`src/hw/rtl/tprq_pkg.sv`:
```
`timescale 1ns / 1ps
// ----------------------------------------------------------------------------
// tprq_pkg
// Shared types and codes of the timed priority release queue.
// ----------------------------------------------------------------------------
package tprq_pkg;

  typedef enum logic [1:0] {
    MODE_ENQ   = 2'd0,
    MODE_TAKE  = 2'd1,
    MODE_CLEAR = 2'd2,
    MODE_NONE  = 2'd3
  } mode_e;

  typedef enum logic [2:0] {
    KIND_ENQUEUED  = 3'd0,
    KIND_READY     = 3'd1,
    KIND_NONE      = 3'd2,
    KIND_CLEARED   = 3'd3,
    KIND_FULL      = 3'd4,
    KIND_SEQ_EXH   = 3'd5
  } kind_e;

  typedef enum logic [2:0] {
    ST_IDLE,
    ST_MARK,
    ST_SCAN,
    ST_EMIT,
    ST_OUT
  } state_e;

  localparam logic [31:0] SeqLimit = 32'hFFFF_FFFF;
  localparam logic [31:0] SeqFirst = 32'd1;

endpackage

```
`src/hw/rtl/timed_priority_release_queue_core.sv`:
```
`timescale 1ns / 1ps
// ----------------------------------------------------------------------------
// timed_priority_release_queue_core
// Table of pending commands released in order of tick, urgency, sequence.
// ----------------------------------------------------------------------------
// Usage:
//   Commands enter on the s_axis group (mode selects enqueue, take-ready or
//   clear). Results leave on m_axis; tlast marks the final result of a command.
//   Enqueue and clear do their work on acceptance, then the result sits in the
//   output register until taken; a new command is accepted only after that.
//   A take-ready request first marks ready entries, one slot a cycle, through
//   the registered read; an empty take answers with a none result when the
//   marking ends. Then for every released entry one shared key comparator
//   scans the table, one slot a cycle, and the winner is loaded into the
//   output register, waiting while an earlier result is still held there.
//   The table is one slot-per-cycle memory read port feeding the comparator.
//   s_axis_tready is high only when the block is idle with no result pending.
//   When m_axis_tready is low the result holds, and a further result waits.
//   Reset empties the table and sets the sequence counter to one.
// ----------------------------------------------------------------------------
module timed_priority_release_queue_core
  import tprq_pkg::*;
#(
  parameter int DEPTH        = 32,
  parameter int PAYLOAD_BITS = 32
) (
  input  logic         clk_i,
  input  logic         rst_ni,
  input  logic         s_axis_tvalid,
  output logic         s_axis_tready,
  // mode[1:0], release_tick[33:2], urgency[65:34], payload[97:66], now_tick[129:98]
  input  logic [135:0] s_axis_tdata,
  output logic         m_axis_tvalid,
  input  logic         m_axis_tready,
  // kind[2:0], sequence_res[34:3], item_release_tick[66:35], item_urgency[98:67],
  // item_payload[130:99], pending_count[136:131]
  output logic [143:0] m_axis_tdata,
  output logic         m_axis_tlast
);

  localparam int IW = (DEPTH > 1) ? $clog2(DEPTH) : 1;
  localparam int CW = $clog2(DEPTH + 1);
  localparam logic [IW-1:0] LastIdx = IW'(DEPTH - 1);

  // Input field split
  logic [1:0]  in_mode;
  logic [31:0] in_rel, in_urg, in_pay, in_now;
  assign in_mode = s_axis_tdata[1:0];
  assign in_rel  = s_axis_tdata[33:2];
  assign in_urg  = s_axis_tdata[65:34];
  assign in_pay  = s_axis_tdata[97:66];
  assign in_now  = s_axis_tdata[129:98];

  // Slot storage: valid bits in flops, fields in a memory
  logic [DEPTH-1:0] valid_q, valid_d, ready_q, ready_d;
  logic [PAYLOAD_BITS-1:0] mem_pay [DEPTH];
  logic [31:0] mem_seq [DEPTH];
  logic [31:0] mem_rel [DEPTH];
  logic [31:0] mem_urg [DEPTH];

  state_e      state_q, state_d;
  logic [IW-1:0] idx_q, idx_d, best_q, best_d;
  logic        have_q, have_d;
  logic [31:0] now_q, now_d;
  logic [31:0] nseq_q, nseq_d;
  logic [CW-1:0] cnt_q, cnt_d, nrdy_q, nrdy_d;
  logic [31:0] b_seq_q, b_seq_d, b_rel_q, b_rel_d, b_urg_q, b_urg_d;
  logic [PAYLOAD_BITS-1:0] b_pay_q, b_pay_d;

  // Registered read of the slot under the scan index
  logic [31:0] r_seq_q, r_rel_q, r_urg_q;
  logic [PAYLOAD_BITS-1:0] r_pay_q;
  logic [IW-1:0] r_idx_q;
  logic        r_vld_q;

  // Output register
  logic         ov_q, ov_d, ol_q, ol_d;
  logic [143:0] od_q, od_d;

  // Free slot and count
  logic [IW-1:0] free_idx;
  logic          free_ok;
  logic          wr_en;
  logic [IW-1:0] wr_idx;

  always_comb begin
    free_idx = '0;
    free_ok  = 1'b0;
    for (int i = DEPTH - 1; i >= 0; i--) begin
      if (!valid_q[i]) begin
        free_idx = IW'(i);
        free_ok  = 1'b1;
      end
    end
  end

  // Memory write and registered read
  always_ff @(posedge clk_i) begin
    if (wr_en) begin
      mem_seq[wr_idx] <= nseq_q;
      mem_rel[wr_idx] <= in_rel;
      mem_urg[wr_idx] <= in_urg;
      mem_pay[wr_idx] <= in_pay[PAYLOAD_BITS-1:0];
    end
    r_seq_q <= mem_seq[idx_q];
    r_rel_q <= mem_rel[idx_q];
    r_urg_q <= mem_urg[idx_q];
    r_pay_q <= mem_pay[idx_q];
    r_idx_q <= idx_q;
  end

  // Shared key compare: read slot orders before current best
  logic lt;
  always_comb begin
    if (r_rel_q != b_rel_q) lt = r_rel_q < b_rel_q;
    else if (r_urg_q != b_urg_q) lt = $signed(r_urg_q) < $signed(b_urg_q);
    else lt = r_seq_q < b_seq_q;
  end

  function automatic logic [143:0] pack_res(kind_e k, logic [31:0] s, logic [31:0] r,
                                            logic [31:0] u, logic [31:0] p,
                                            logic [CW-1:0] c);
    pack_res = {7'd0, 6'(c), p, u, r, s, k};
  endfunction

  always_ff @(posedge clk_i or negedge rst_ni) begin
    if (!rst_ni) begin
      state_q <= ST_IDLE;
      valid_q <= '0;
      ready_q <= '0;
      nseq_q  <= SeqFirst;
      cnt_q   <= '0;
      nrdy_q  <= '0;
      idx_q   <= '0;
      have_q  <= 1'b0;
      ov_q    <= 1'b0;
      ol_q    <= 1'b0;
      r_vld_q <= 1'b0;
    end else begin
      state_q <= state_d;
      valid_q <= valid_d;
      ready_q <= ready_d;
      nseq_q  <= nseq_d;
      cnt_q   <= cnt_d;
      nrdy_q  <= nrdy_d;
      idx_q   <= idx_d;
      have_q  <= have_d;
      ov_q    <= ov_d;
      ol_q    <= ol_d;
      r_vld_q <= (state_d == ST_SCAN) || (state_d == ST_MARK);
    end
  end

  always_ff @(posedge clk_i) begin
    od_q    <= od_d;
    now_q   <= now_d;
    best_q  <= best_d;
    b_seq_q <= b_seq_d;
    b_rel_q <= b_rel_d;
    b_urg_q <= b_urg_d;
    b_pay_q <= b_pay_d;
  end

  assign s_axis_tready = (state_q == ST_IDLE) && !ov_q;
  assign m_axis_tvalid = ov_q;
  assign m_axis_tdata  = od_q;
  assign m_axis_tlast  = ol_q;

  // Sequencer
  always_comb begin
    logic acc;
    logic rd_now;
    acc     = s_axis_tvalid && s_axis_tready;
    rd_now  = 1'b0;
    state_d = state_q;
    valid_d = valid_q;
    ready_d = ready_q;
    nseq_d  = nseq_q;
    cnt_d   = cnt_q;
    nrdy_d  = nrdy_q;
    idx_d   = idx_q;
    have_d  = have_q;
    now_d   = now_q;
    best_d  = best_q;
    b_seq_d = b_seq_q;
    b_rel_d = b_rel_q;
    b_urg_d = b_urg_q;
    b_pay_d = b_pay_q;
    ov_d    = ov_q && !m_axis_tready;
    ol_d    = ol_q;
    od_d    = od_q;
    wr_en   = 1'b0;
    wr_idx  = free_idx;
    unique case (state_q)
      ST_IDLE: begin
        if (acc) begin
          unique case (in_mode)
            MODE_ENQ: begin
              ov_d = 1'b1;
              ol_d = 1'b1;
              if (nseq_q == SeqLimit) begin
                od_d = pack_res(KIND_SEQ_EXH, '0, '0, '0, '0, cnt_q);
              end else if (!free_ok) begin
                od_d = pack_res(KIND_FULL, '0, '0, '0, '0, cnt_q);
              end else begin
                wr_en = 1'b1;
                valid_d[free_idx] = 1'b1;
                nseq_d = nseq_q + 32'd1;
                cnt_d  = cnt_q + CW'(1);
                od_d   = pack_res(KIND_ENQUEUED, nseq_q, '0, '0, '0, cnt_q + CW'(1));
              end
            end
            MODE_TAKE: begin
              now_d   = in_now;
              idx_d   = '0;
              nrdy_d  = '0;
              ready_d = '0;
              state_d = ST_MARK;
            end
            MODE_CLEAR: begin
              valid_d = '0;
              nseq_d  = SeqFirst;
              cnt_d   = '0;
              ov_d    = 1'b1;
              ol_d    = 1'b1;
              od_d    = pack_res(KIND_CLEARED, '0, '0, '0, '0, '0);
            end
            default: ;
          endcase
        end
      end
      ST_MARK: begin
        // one slot a cycle: read data arrives registered, in the cycle after its index
        rd_now = r_vld_q && (state_q == ST_MARK) && (idx_q != '0 || have_q);
        if (rd_now && valid_q[r_idx_q] && (r_rel_q <= now_q)) begin
          ready_d[r_idx_q] = 1'b1;
          valid_d[r_idx_q] = 1'b0;
          nrdy_d = nrdy_q + CW'(1);
          cnt_d  = cnt_q - CW'(1);
        end
        if (have_q && r_idx_q == LastIdx[IW-1:0]) begin
          have_d = 1'b0;
          if (nrdy_d == '0) begin
            state_d = ST_IDLE;
            ov_d = 1'b1;
            ol_d = 1'b1;
            od_d = pack_res(KIND_NONE, '0, '0, '0, '0, cnt_d);
          end else begin
            state_d = ST_SCAN;
            idx_d   = '0;
          end
        end else begin
          have_d = 1'b1;
          if (idx_q != LastIdx[IW-1:0]) idx_d = idx_q + IW'(1);
        end
      end
      ST_SCAN: begin
        // best-so-far selection, one slot a cycle
        if (have_q || idx_q != '0 || DEPTH == 1) begin
          if (ready_q[r_idx_q] && (!have_q || lt)) begin
            have_d  = 1'b1;
            best_d  = r_idx_q;
            b_seq_d = r_seq_q;
            b_rel_d = r_rel_q;
            b_urg_d = r_urg_q;
            b_pay_d = r_pay_q;
          end
        end
        if (r_vld_q && r_idx_q == LastIdx[IW-1:0] && idx_q == LastIdx[IW-1:0] &&
            (have_q || idx_q != '0 || DEPTH == 1)) begin
          state_d = ST_EMIT;
        end else if (idx_q != LastIdx[IW-1:0]) begin
          idx_d = idx_q + IW'(1);
        end
      end
      ST_EMIT: begin
        if (!ov_q || m_axis_tready) begin
          ready_d[best_q] = 1'b0;
          nrdy_d = nrdy_q - CW'(1);
          ov_d = 1'b1;
          ol_d = (nrdy_q == CW'(1));
          od_d = pack_res(KIND_READY, b_seq_q, b_rel_q, b_urg_q,
                          32'(b_pay_q), cnt_q);
          have_d = 1'b0;
          idx_d  = '0;
          state_d = (nrdy_q == CW'(1)) ? ST_IDLE : ST_SCAN;
        end
      end
      default: state_d = ST_IDLE;
    endcase
  end

`ifndef ASSERT_OFF
  // pending count never exceeds the table size
  a_cnt: assert property (@(posedge clk_i) disable iff (!rst_ni) cnt_q <= CW'(DEPTH))
    else $error("pending count overflow");
  // no input taken while a result waits
  a_busy: assert property (@(posedge clk_i) disable iff (!rst_ni) ov_q |-> !s_axis_tready)
    else $error("accept with pending result");
  // ready and valid sets are disjoint
  a_dis: assert property (@(posedge clk_i) disable iff (!rst_ni) (ready_q & valid_q) == '0)
    else $error("slot both ready and valid");
`endif

endmodule
```
`config.mk`:
```
export PLATFORM = sky130hd
export DESIGN_NAME = timed_priority_release_queue_core
export DESIGN_NICKNAME = d
export VERILOG_FILES = /design/src/hw/rtl/tprq_pkg.sv /design/src/hw/rtl/timed_priority_release_queue_core.sv
export SDC_FILE = /design/constraint.sdc
export NUM_CORES = 2
export LEC_CHECK = 0
export BUFFER_PORTS_ARGS = -buffer_cell sky130_fd_sc_hd__clkbuf_2
export CAP_MARGIN = 25
export CORE_MARGIN = 5
export CORE_UTILIZATION = 40
export CTS_BUF_LIST = sky130_fd_sc_hd__clkbuf_2
export DETAILED_ROUTE_END_ITERATION = 7
export MAX_ROUTING_LAYER = met4
export PLACE_DENSITY = 0.66
export SLEW_MARGIN = 0
export SYNTH_ARGS = -nofsm -noshare
export SYNTH_HDL_FRONTEND = slang
export SYNTH_SLANG_ARGS = --single-unit
```
`constraint.sdc`:
```
create_clock -name clk_i -period 51.5 [get_ports clk_i]
set_input_delay 5.15 -clock clk_i [delete_from_list [all_inputs] [get_ports clk_i]]
set_output_delay 5.15 -clock clk_i [all_outputs]
set_load 0.02 [all_outputs]
```
=== After elaboration in Yosys (flattened, before gate mapping) ===
Memories as Yosys holds them, arrays and structs flattened. A register that Yosys moved wholly into a read port is not among the register bits.
Index checks and enable logic that the tools add are counted.

* Memories kept: 4
* Logic and storage cells: 268
* Output and inout bits: 147
* Input bits: 140
* RAM bits: 4096
* Register bits: 434
* Latch bits: 0
* Memory bits (read-only): 0

{| class="wikitable"
|+ Memory list
! name !! depth !! width !! read ports !! clocked after memory_dff !! wr ports !! line !! text
|-
| mem_pay || 32 || 32 || 1 || 1 || 1 || timed_priority_release_queue_core.sv:56 || <nowiki>logic [PAYLOAD_BITS-1:0] mem_pay [DEPTH];</nowiki>
|-
| mem_rel || 32 || 32 || 1 || 1 || 1 || timed_priority_release_queue_core.sv:58 || <nowiki>logic [31:0] mem_rel [DEPTH];</nowiki>
|-
| mem_seq || 32 || 32 || 1 || 1 || 1 || timed_priority_release_queue_core.sv:57 || <nowiki>logic [31:0] mem_seq [DEPTH];</nowiki>
|-
| mem_urg || 32 || 32 || 1 || 1 || 1 || timed_priority_release_queue_core.sv:59 || <nowiki>logic [31:0] mem_urg [DEPTH];</nowiki>
|}

* Reduce and logical (&&, ||, !) cells: 43
* Shift-type cells: 0
* Order comparisons: 10
* Add/sub/neg operators: 6
* Bitwise gates (word level): 6
* Multiplexer cells: 150
* Equal/unequal tests: 30
* Div/mod/pow operators: 0
* Multiply operators: 0

{| class="wikitable"
|+ Operators with widths
! cell !! count
|-
| 2-to-1 mux 144 bit || 4
|-
| case mux 144 bit (3 select lines) || 1
|-
| 2-to-1 mux 32 bit || 10
|-
| case mux 144 bit (2 select lines) || 1
|-
| 2-to-1 mux 137 bit || 2
|-
| 2-to-1 mux 5 bit || 39
|-
| case mux 32 bit (2 select lines) || 3
|-
| less-than comparator 32 bit || 3
|-
| case mux 32 bit (3 select lines) || 1
|-
| AND 32 bit || 2
|-
| != test 32 bit || 2
|-
| inverter 32 bit || 2
|-
| bitwise OR 32 bit || 2
|-
| 2-to-1 mux 1 bit || 60
|-
| 2-to-1 mux 6 bit || 9
|-
| adder 32 x 1 -> 32 bit, second input constant || 1
|-
| equality test 32 bit, second input constant || 1
|-
| less-or-equal comparator 32 bit || 1
|-
| case mux 6 bit (2 select lines) || 2
|-
| AND reduction 6 bit || 4
|-
| case mux 5 bit (4 select lines) || 1
|-
| less-than comparator 5 x 6 -> 1 bit, second input constant || 3
|-
| case mux 6 bit (3 select lines) || 1
|-
| != test 2 bit, second input constant || 8
|-
| other kinds (34) || 82
|}

=== Logic depth before layout (Yosys ltp) ===
* Depth after elaboration: 42
* Mapped depth: 16
* Mapped depth without buffers: 11

=== Least setup slack after synthesis ===
OpenSTA, ideal clock, no wires.

* Path type: input to register
* Start point: in s_axis_tvalid
* End point: mem mem_pay[24][0] (enable)
* Setup time: 0.973 ns
* Stages: 6
* Arrival time: 19.465 ns
* Setup slack: 31.061 ns
* Path buffers: 2
* Required time: 50.527 ns
* Path through: nand2_1 or2_2 or4_1 clkbuf_1 clkbuf_1 nor4b_1

* Word-level cells in the longest chain between the ends: 5

{| class="wikitable"
|+ Ends and longest elaborated chain
! what !! line !! text
|-
| start, declared || timed_priority_release_queue_core.sv:29 || <nowiki>input logic s_axis_tvalid,</nowiki>
|-
| logical AND 1 bit || timed_priority_release_queue_core.sv:173 || <nowiki>acc = s_axis_tvalid && s_axis_tready;</nowiki>
|-
| 2-to-1 mux 1 bit || timed_priority_release_queue_core.sv:196 || <nowiki>if (acc) begin</nowiki>
|-
| 2-to-1 mux 1 bit || timed_priority_release_queue_core.sv:194 || <nowiki>unique case (state_q)</nowiki>
|-
| 2-to-1 mux 1 bit || timed_priority_release_queue_core.sv:99 || <nowiki>if (wr_en) begin</nowiki>
|-
| 2-to-1 mux 1 bit (implied by the code) || timed_priority_release_queue_core.sv:103 || <nowiki>mem_pay[wr_idx] <= in_pay[PAYLOAD_BITS-1:0];</nowiki>
|-
| end, declared || timed_priority_release_queue_core.sv:56 ||
|}

No other way between the ends.

=== Final worst setup path ===
* Start point: in s_axis_tvalid
* End point: mem mem_pay[19][11] (enable)

Same word-level chain as after synthesis.

==> flow_summary.yaml <==
sta:
  worst_slack_ns: 42.48
  period_share_pct: 17.5
  tightest_slew_ns: 1.13
  fmax_mhz: 111
  min_period_ns: 9.02
  timing.slew.headroom_pct: 24.0
  rsz0062_at_grt: "false"
  finalMaxSlewViolations: 0
  fin_hold_ws_ns: 0.291
  setup_viol: 0
  fin_tns_setup_ns: 0
  finalClockSkew_ns: 0.326
  hold_viol: 0
layout:
  final_area_um2: 199000
  post-route-util_pct: 44.6
  drive_above_1_share_pct: 31.6
  fin_cells: 16700
  nNetsFinal: 10200
  area_growth_pct: 11.2
worst_setup_path:
  worst-path-buf-inv: 6
  required_ns: 53.09
  worst-path-max-fanout: 36
  critPathCaptureType: "flop"
  cp_common_cell: "buf_4"
  worst_path_max_delay_cell: "buf_4"
  slowest_delay_ns: 0.84
  path_delay_family: "buffers and inverters"
  cp.arrival_ns: 10.61
  critPathLaunchType: "primary input"
  cp_cell_sequence: "clkbuf_2 > nand2_1 > or2_2 > nor4_1 > buf_4 > and2_1 > nand2_1 > nor2_4 > buf_4 > buf_4 > buf_4 > buf_4"
  critPathKind: "primary input to flop"
global_routing:
  use_met3_pct: 4.94
  grt_pass1_wl_um: 688000
  grt_overflow: 0
  busiest_layer: "met2"
  grt_max_degree: 121
  grt_util_all_layers_pct: 21.5
  met1_usage_pct: 27.6
  grt_use_met2_pct: 33.6
  antenna_found_initial: 74
  grt_pass1_vias: 97200
die:
  design.core.area_um2: 445000
  ios: 287
  start_util_pct: 40.1
  die_h_um: 678
  die-area_um2: 460000
  fp-row-count: 245
  fp.dieW_um: 678
synthesis:
  yosys.area.top_type: "edfxtp_1"
  yosysSeqAreaShare_pct: 77.1
  syn_inst: 8633
  netlist_top_cells_count: "4398 x edfxtp_1, 953 x mux4_2, 434 x mux2i_1"
  ys.flop_type: "edfxtp_1"
  synth_edf_count: 4398
  synth.avg_cell_area_um2: 20.7
  synthDistinctLibCells: 80
  synth-seq-cells: 4651
  synth_top_area_share_pct: 73.9
  synth_area_um2: 179000
  ys_async_sr_fraction_pct: 2.58
  synth_most_common_cell: "edfxtp_1"
  ys_warn_count: 0
  synth.area.top_cells: "edfxtp_1 74%, mux4_2 12%, mux2i_1 2.4%"
cts:
  cts_buffer_depth: 5
  tritoncts: "built"
  cts_root_buffer: "clkbuf_2"
  hold_buffers: 0
  cts_sinks: 4651
  clkTransAtPathRegs_ns: 0.10
  cts_resized: 0
  clkLatencyLatePin_ns: 2.29
  cts_setup_buffers: 0
  numCtsBuffers: 1179
  htreeDepth: 7
pwr:
  power_mw: 8.17
  ir_worst_vdd_mv: 0.0358
  p_leak_nw: 67.6
  pwr_density_cell_nw_per_um2: 41.1
route:
  drc: 0
  drt-initial-drc-count: 11800
  vias: 95200
  routed_wl_um: 486000
  ant_nets: 0
  drt-vias-per-instance: 5.72
  wl_per_cell_um: 29.2
  drtPass1Iterations: 8
placement:
  place_ws_ns: 40.62
  gp_congestion: 0.852
  dp_hpwl_um: 252000
  postPlaceCellArea_um2: 188000
  io_buffers: 273
  placed_cells: 14600
worst_hold_path:
  hold_path.class: "flop to flop"
outcome:
  status: "finished, final reports clean"
job:
  maxCapViolCount: 0
-- sequential cells by signal, indices dropped and copies added (netlist names), 6 cells and up --
register      cells
b_seq_q          32
cnt_q             6
nseq_q           32
b_pay_q          32
b_rel_q          32
nrdy_q            6
ready_q          32
mem_urg        1024
now_q            32
mem_pay        1024
valid_q          32
m_axis_tdata    137
r_seq_q          32
r_pay_q          32
r_urg_q          32
mem_rel        1024
mem_seq        1024
b_urg_q          32
r_rel_q          32
-- worst paths after layout --
| path | endpoint | depth (start not counted) | slack (ns) | startpoint |
|---|---|---|---|---|
| worst min-delay path | b_pay_q[1] | 0 | 0.29 | r_pay_q[1] |
| worst max-delay path | mem_pay[19][11] | 12 | 42.48 | s_axis_tvalid |
| worst max register to register | b_pay_q[18] | 14 | 43.70 | r_urg_q[31] |
| min in group asynchronous | ready_q[18] | 1 | 2.79 | rst_ni |
| max in group asynchronous | nseq_q[16] | 3 | 47.53 | rst_ni |
| worst min register to register | b_pay_q[1] | 0 | 0.29 | r_pay_q[1] |
-- cells in the final DEF, fill, tap and decap left out, types with 27 or more instances in the layout --
| master | n |
|---|---|
| and2_1 | 43 |
| nor3_1 | 29 |
| edfxtp_1 | 4398 |
| ha_1 | 135 |
| nor2_1 | 147 |
| a31oi_1 | 44 |
| mux2i_1 | 434 |
| dfrtp_1 | 114 |
| nand2_1 | 363 |
| o21ai_0 | 227 |
| clkinv_1 | 209 |
| nand3_1 | 27 |
| mux2_2 | 70 |
| diode_2 | 68 |
| inv_2 | 27 |
| buf_4 | 183 |
| nand4_1 | 41 |
| inv_1 | 160 |
| o22ai_1 | 79 |
| mux4_2 | 953 |
| a21oi_1 | 189 |
| o221ai_1 | 268 |
| clkbuf_2 | 1959 |
| dfxtp_1 | 133 |
-- per-layer routing --
metal	routed length [µm]	vias to the layer above
li1	-	39100
met1	186000	49800
met2	238000	5558
met3	47300	833
met4	15000	0
met5	0	-
-- layout make-up --
class                   count  area [µm²]
fillers                 37900      246000
flip-flops and latches   4651      138000
multi-input cells        3367       38800
clock buffers            1685        8430
well taps                5928        7420
repair buffers            517        4010
clock inverters           275        1410
inverters                 161         612
diodes                     68         170
-- power breakdown --
part           switching [mW]  internal (mW)
Sequential              0.112           4.21
Clock                    1.42          0.933
Combinational           0.799          0.696
Total                    2.33           5.84
-- logic make-up (layout without fill, tap and decap cells) --
group	after synthesis	count (layout)	share of synthesized area, %
AOI/OAI and AO/OA	930	930	3.45
other	1	76	0.00210
xor gates and xnor gates	34	34	0.167
and+or+nand+nor	801	801	2.08
buffers and inverters	622	2638	1.36
adders and majority gates	135	135	0.945
muxes	1459	1459	14.9
DFF	4651	4651	77.1
Power figures use the tool's default switching activity.
